`config.mk`:
```
export PLATFORM = sky130hd
export DESIGN_NAME = hpl_ctrl
export DESIGN_NICKNAME = d
export VERILOG_FILES = /design/src/rtl/hpl_pkg.sv /design/src/rtl/hpl_ctrl.sv
export SDC_FILE = /design/constraint.sdc
export NUM_CORES = 1
export LEC_CHECK = 0
export CORE_AREA = 2 2 39 41
export CTS_CLUSTER_DIAMETER = 60
export CTS_CLUSTER_SIZE = 10
export DETAILED_ROUTE_END_ITERATION = 10
export DIE_AREA = 0 0 41 43
export DONT_BUFFER_PORTS = 1
export PLACE_DENSITY_LB_ADDON = 0.12
export SLEW_MARGIN = 20
export SYNTH_ARGS = -nofsm -noshare
export SYNTH_HDL_FRONTEND = slang
export SYNTH_SLANG_ARGS = --single-unit
```
`constraint.sdc`:
```
create_clock -name aclk -period 2.2 [get_ports aclk]
set_input_delay 0.44 -clock aclk [delete_from_list [all_inputs] [get_ports aclk]]
set_output_delay 0.44 -clock aclk [all_outputs]
set_load 0.02 [all_outputs]
```
`src/rtl/hpl_pkg.sv`:
```
// ----------------------------------------------------------------------------
// hpl_pkg: shared types and constants for the histogram percentile levels block
// Widths, level constants, controller states and the command/status structs
// that join the controller to the datapath.
// ----------------------------------------------------------------------------
package hpl_pkg;

    // Histogram bin and running total width
    localparam int COUNT_BITS = 20;
    localparam int LEVEL_W    = 8;
    localparam int NUM_BINS   = 1 << LEVEL_W;
    localparam int LIMIT_W    = 20;
    localparam int CMP_W      = (COUNT_BITS > LIMIT_W) ? COUNT_BITS : LIMIT_W;

    localparam logic [COUNT_BITS-1:0] COUNT_MAX = {COUNT_BITS{1'b1}};
    localparam logic [LEVEL_W-1:0]    LEVEL_TOP = {LEVEL_W{1'b1}};
    localparam logic [LEVEL_W-1:0]    LEVEL_MIN = LEVEL_W'(1);

    // Configuration register map (word index)
    localparam logic REG_FIRST_LIMIT  = 1'b0;
    localparam logic REG_SECOND_LIMIT = 1'b1;
    localparam logic [LIMIT_W-1:0] FIRST_LIMIT_RST  = LIMIT_W'(15440);
    localparam logic [LIMIT_W-1:0] SECOND_LIMIT_RST = LIMIT_W'(23160);

    // Result item layout
    localparam int RESULT_W  = 2 * LEVEL_W + 2;
    localparam int M_TDATA_W = ((RESULT_W + 7) / 8) * 8;

    typedef enum logic [1:0] {
        ST_COLLECT,
        ST_SCAN,
        ST_RESULT
    } hpl_state_t;

    typedef struct packed {
        logic pix_accept;
        logic scan_init;
        logic scan_run;
        logic result_load;
        logic frame_clear;
    } hpl_cmd_t;

    typedef struct packed {
        logic scan_done;
        logic out_full;
    } hpl_stat_t;

endpackage

```
`src/rtl/hpl_ctrl.sv`:
```
// ----------------------------------------------------------------------------
// hpl_ctrl: frame controller
// Sequences pixel collection, the level scan and the hand-off of the result.
// ----------------------------------------------------------------------------
module hpl_ctrl
    import hpl_pkg::*;
(
    input  logic      aclk,
    input  logic      aresetn,
    input  logic      s_tvalid,
    input  logic      s_tlast,
    output logic      s_tready,
    input  hpl_stat_t stat,
    output hpl_cmd_t  cmd
);

    hpl_state_t state_reg, state_next;

    // State register
    always_ff @(posedge aclk) begin
        if (!aresetn) begin
            state_reg <= ST_COLLECT;
        end else begin
            state_reg <= state_next;
        end
    end

    // Next state
    always_comb begin
        state_next = state_reg;
        case (state_reg)
            ST_COLLECT: begin
                if (s_tvalid && s_tlast) begin
                    state_next = ST_SCAN;
                end
            end
            ST_SCAN: begin
                if (stat.scan_done) begin
                    state_next = ST_RESULT;
                end
            end
            ST_RESULT: begin
                if (!stat.out_full) begin
                    state_next = ST_COLLECT;
                end
            end
            default: state_next = ST_COLLECT;
        endcase
    end

    // Outputs
    always_comb begin
        s_tready        = 1'b0;
        cmd.pix_accept  = 1'b0;
        cmd.scan_init   = 1'b0;
        cmd.scan_run    = 1'b0;
        cmd.result_load = 1'b0;
        cmd.frame_clear = 1'b0;
        case (state_reg)
            ST_COLLECT: begin
                s_tready       = 1'b1;
                cmd.pix_accept = s_tvalid;
                cmd.scan_init  = s_tvalid && s_tlast;
            end
            ST_SCAN: begin
                cmd.scan_run = 1'b1;
            end
            ST_RESULT: begin
                cmd.result_load = !stat.out_full;
                cmd.frame_clear = !stat.out_full;
            end
            default: begin
                s_tready = 1'b0;
            end
        endcase
    end

endmodule

```
==> metrics.txt, run 1 <==
Core Box Area about 1400 um^2; largest net degree at the start of global routing 8; GRT Total Usage 5.01%; global-route wire length before repair 510 um; CP max FO 6; Setup Viol. Count Final 0; dpl hpwl 249 um; Cells after Synth 16; reg2reg setup slack 1440 ps; worst slew pin tran approximately 400 ps; WL final 309 um; status finished clean; Worst Path Required 1760 ps; IO Port Bufs 0; r2r startpoint state_reg[0]; Post-route DRC 0; dpl cell area approximately 150 um^2; Startpoint Class flip-flop; pwr dens 808 nW/um^2; stages on the worst setup path 2; post-route worst setup slack 582 ps; Area Overhead vs Synth 25.9%; H-tree Lvls 1; fin cells 34; synth top area cells dfxtp_1 30%, nand3b_1 17%, buf_4 11%; period utilization 73.5%; WP buf/inv 0; slew margin rel. 73.3%; CTS sink cnt 2; # Post-CTS Setup Buffers 0; drt initial violations 1; Synth area leader dfxtp_1; crit path from state_reg[1]; Seq/Total Area, Yosys 29.6%; vias in the first global route 124; initial antenna violation count 0; share of the synthesized area in the top cell type 29.6%; share of cells above drive strength 1 27.8%; fmax 0.618 GHz; Static Leak 0.0623 nW; antenna cells 0; CP max stage delay ~350 ps; r2r worst-path depth 2; FF-to-FF End state_reg[0]; max reg flops 2; Core Rows 14; die height between 40 and 50 um; worst slack, placed 812 ps; Crit path max-delay family simple AND/OR/NAND/NOR gates; fin crit period 1620 ps; RePlAce Congestion 0.588; CTS clk-pin slew, worst paths roughly 30 ps; Finished Cell Area between 150 and 200 um^2; initial core utilization about a tenth; Util after Layout 12.3%; Worst EP arrival 1180 ps; Resized Gates After CTS 0; dpl cells 31; post-route ant nets 0; setup tns final 0 ps; CTS tree yes; FF+latch count, synth 2; CTS Hold Bufs 0; crit path cell chain nor2_2 -> and3_1; mapped cell area 135 um^2; syn_area_per_cell 8.45 um^2; Worst Skew approximately 2.2 ps; routed vias 117; clock root cell clkbuf_4; VDD IR-drop max 263 uV; Via density around 3.4; syn nets 22; worst hold path stage count 2; die width 41 um; critical path type flip-flop to output pin; YS warnings 0; nature of the critical path endpoint output pin; fin nets 26; TritonCTS Buffers 3; max-slew violations 0; number of library cell types mapped by synthesis 11; Skew-Pair Late Insertion Delay 220 ps; die area between 1500 and 2000 um^2; clock buffer depth 2; final hold violation count 0; drt pass-1 iters 2; RSZ-0062 raised after global routing no; CP max stage cell dfxtp_1; commonest cells after routing, fill and taps aside 3 x nand3b_1, 3 x clkbuf_4, 2 x nand2b_1, 2 x dfxtp_1; IO Count 12; Worst setup endpoint cmd[3]; Max Cap Viol 0; drt wl/cell 9.09 um; total grt overflow 0; Hold Crit Class input pin to flip-flop
-- stage by stage --
step	total power [W]	hold slack, ps
final	0.000138	352
after global routing	0.000150	362
after CTS	0.000142	347
after detailed placement	0.0000586	554
after global placement	0.0000588	555
after floorplan	0.0000580	500
-- layout make-up --
class	count	area, um^2
clock buffers	3	22.5
flip-flops and latches	2	40.0
fillers	159	1210
multi-input cells	12	80.1
repair buffers	1	7.51
well taps	16	20.0
-- metal layers --
| metal | track usage, % | wire (um) | vias to the layer above | share of wire [%] |
|---|---|---|---|---|
| met5 | 0 | 0 | - | 0 |
| met3 | 5.76 | 60 | 0 | 19 |
| li1 | - | - | 58 | - |
| met4 | 4.00 | 0 | 0 | 0 |
| met2 | 5.94 | 128 | 11 | 41 |
| met1 | 4.46 | 121 | 48 | 39 |
-- how the worst min path moves through the flow --
| stage | from | end | slack, ps |
|---|---|---|---|
| detailed placement | state_reg[0] | state_reg[0] | 550 |
| global route | aresetn | state_reg[1] | 360 |
| global placement | state_reg[0] | state_reg[0] | 550 |
| finish | aresetn | state_reg[0] | 350 |
| CTS | aresetn | state_reg[0] | 350 |
| floorplan | state_reg[0] | state_reg[0] | 500 |
-- where the power goes --
group / internal [W] / switching, W
clock: 0.0000601 / 0.0000196
sequential: 0.0000382 / 0.00000270
combinational: 0.00000580 / 0.0000112
-- cell usage after synthesis, drive strengths merged --
library cell  count
a21oi             1
and3              1
nor2              1
and2              1
nor2b             1
dfxtp             2
buf               2
nor3b             1
nand2b            2
a21boi            1
nand3b            3
-- cells by family (layout without fill, tap and decap cells) --
family	after synthesis	after routing	share of synthesized area, %
buffers and inverters	2	4	11.1
AOI/OAI and AO/OA	2	2	9.26
DFF	2	2	29.6
and+or+nand+nor	10	10	50.0
No activity file was read; power rests on OpenSTA's default activity.
==> run 2: changes to the inputs <==
==> constraint.sdc (replaced) <==
create_clock -name aclk -period 1.4 [get_ports aclk]
set_input_delay 0.28 -clock aclk [delete_from_list [all_inputs] [get_ports aclk]]
set_output_delay 0.28 -clock aclk [all_outputs]
set_load 0.02 [all_outputs]
==> metrics.txt, run 2 (synthesized netlist as in run 1, its figures left out) <==
crit path cell chain nor2_2 -> and3_1; fin nets 27 (+3.8%); routed vias 122 (+4.3%); critical path type flip-flop to output pin; Worst Skew 0.267 ps (-1.91 ps); clock root cell clkbuf_4; setup tns final 0 ps (unchanged); CP max stage delay 360 ps (about the same); drt pass-1 iters 2 (unchanged); dpl hpwl 249 um (-0.20%); IO Port Bufs 0 (unchanged); initial core utilization 9.76% (unchanged); Post-route DRC 0 (unchanged); VDD IR-drop max 305 uV (+16%); antenna cells 0 (unchanged); die width 41 um (unchanged); Worst Path Required 1120 ps (-640 ps); Worst EP arrival 1000 ps (-180 ps); commonest cells after routing, fill and taps aside 3 x nand3b_1, 3 x clkbuf_4, 2 x nand2b_1, 2 x buf_4; CTS sink cnt 2 (unchanged); CP max FO 7 (+1); GRT Total Usage 5.51% (+0.50 points); max-slew violations 0 (unchanged); Filler cells 160 (+0.63%); IO Count 12 (unchanged); fin cells 35 (+2.9%); global-route wire length before repair 538 um (+5.5%); clock buffer depth 2 (unchanged); drt wl/cell 9.46 um (+4.1%); CTS tree yes; post-route ant nets 0 (unchanged); nature of the critical path endpoint output pin; fmax about 0.78 GHz; Hold Crit Class input pin to flip-flop; reg2reg setup slack 610 ps (-830 ps); # Post-CTS Setup Buffers 0 (unchanged); TritonCTS Buffers 3 (unchanged); die height 43 um (unchanged); Setup Viol. Count Final 0 (unchanged); Crit path max-delay family simple AND/OR/NAND/NOR gates; slew margin rel. 83.8% (+10 points); worst slew pin tran 242 ps (-158 ps); Via density 3.49 (+1.3%); H-tree Lvls 1 (unchanged); die area 1760 um^2 (unchanged); drt initial violations 2 (+1); total grt overflow 0 (unchanged); WP buf/inv 0 (unchanged); max reg flops 2 (unchanged); final hold violation count 0 (unchanged); initial antenna violation count 0 (unchanged); largest net degree at the start of global routing 8 (unchanged); RePlAce Congestion 0.617 (+4.9%); Area Overhead vs Synth 38.0%; WL final 331 um (+7.1%); share of cells above drive strength 1 47.4% (+20 points); vias in the first global route 127 (+2.4%); Max Cap Viol 0 (unchanged); Core Box Area 1380 um^2 (unchanged); Startpoint Class flip-flop; Static Leak 0.0695 nW (+12%); dpl cells 32 (+3.2%); Skew-Pair Late Insertion Delay 230 ps (about the same); status finished clean; fin crit period 1280 ps; CTS clk-pin slew, worst paths 30 ps (about the same); RSZ-0062 raised after global routing no; CP max stage cell dfxtp_1; Core Rows 14 (unchanged); pwr dens 1210 nW/um^2 (+49%); period utilization 91.3%
==> run 2: changes by cell type in the layout (fill, tap and decap cells not counted), sizes merged <==
cell	before	now
buf	1	2
==> run 2: layout make-up <==
cell class                      instances  area [um^2]  share of cell area, %
Timing Repair Buffer                    2         15.0                   8.05
Sequential cell                         2         41.3                   22.1
Clock buffer                            3         22.5                   12.1
Multi-Input combinational cell         12         87.6                   47.0
Tap cell                               16         20.0                   10.7
==> run 2: worst register-to-register path, stage by stage (launching register included) <==
cell and delay [ps]:
dfxtp_1 360, nand3b_1 200, a21oi_1 160
==> run 2: worst paths after layout <==
path / endpoint / depth (start not counted) / startpoint
min reg2reg: state_reg[1] / 2 / state_reg[1]
max reg2reg: state_reg[0] / 2 / state_reg[0]
min: state_reg[0] / 2 / aresetn
max: cmd[3] / 2 / state_reg[0]
==> run 2: where the power goes <==
| group | switching [W] | internal [W] | total [W] |
|---|---|---|---|
| clock | 0.0000352 | 0.0000948 | 0.000130 |
| combinational | 0.0000180 | 0.0000124 | 0.0000305 |
| sequential | 0.00000439 | 0.0000602 | 0.0000646 |
| total | 0.0000576 | 0.000167 | 0.000225 |
==> run 2: per-stage QoR <==
step | utilization [%] | cell area [um^2] | total power (W) | hold slack [ps] | setup slack, ps
CTS | 13.2 | 183 | 0.000235 | 181 | 32.2
global route | 13.5 | 186 | 0.000240 | 194 | 22.6
detailed placement | 11.6 | 160 | 0.0000956 | 425 | 278
global placement | 11.6 | 160 | 0.0000955 | 424 | 305
finish | 13.5 | 186 | 0.000225 | 189 | 122
floorplan | - | 140 | 0.0000916 | 410 | 151
==> run 2: routing by layer <==
layer	track usage, %	part of all wire, %	wire [um]
met1	5.41	34	114
met2	5.63	46	153
met3	2.62	15	48
met4	10.0	4.5	15
met5	0	0	0
==> run 2: timing repair <==
item / 4_1_cts / 5_1_grt
hold buffers: 0 / 0
setup endpoints to repair: 0 / 1
gates resized for setup: 0 / 2
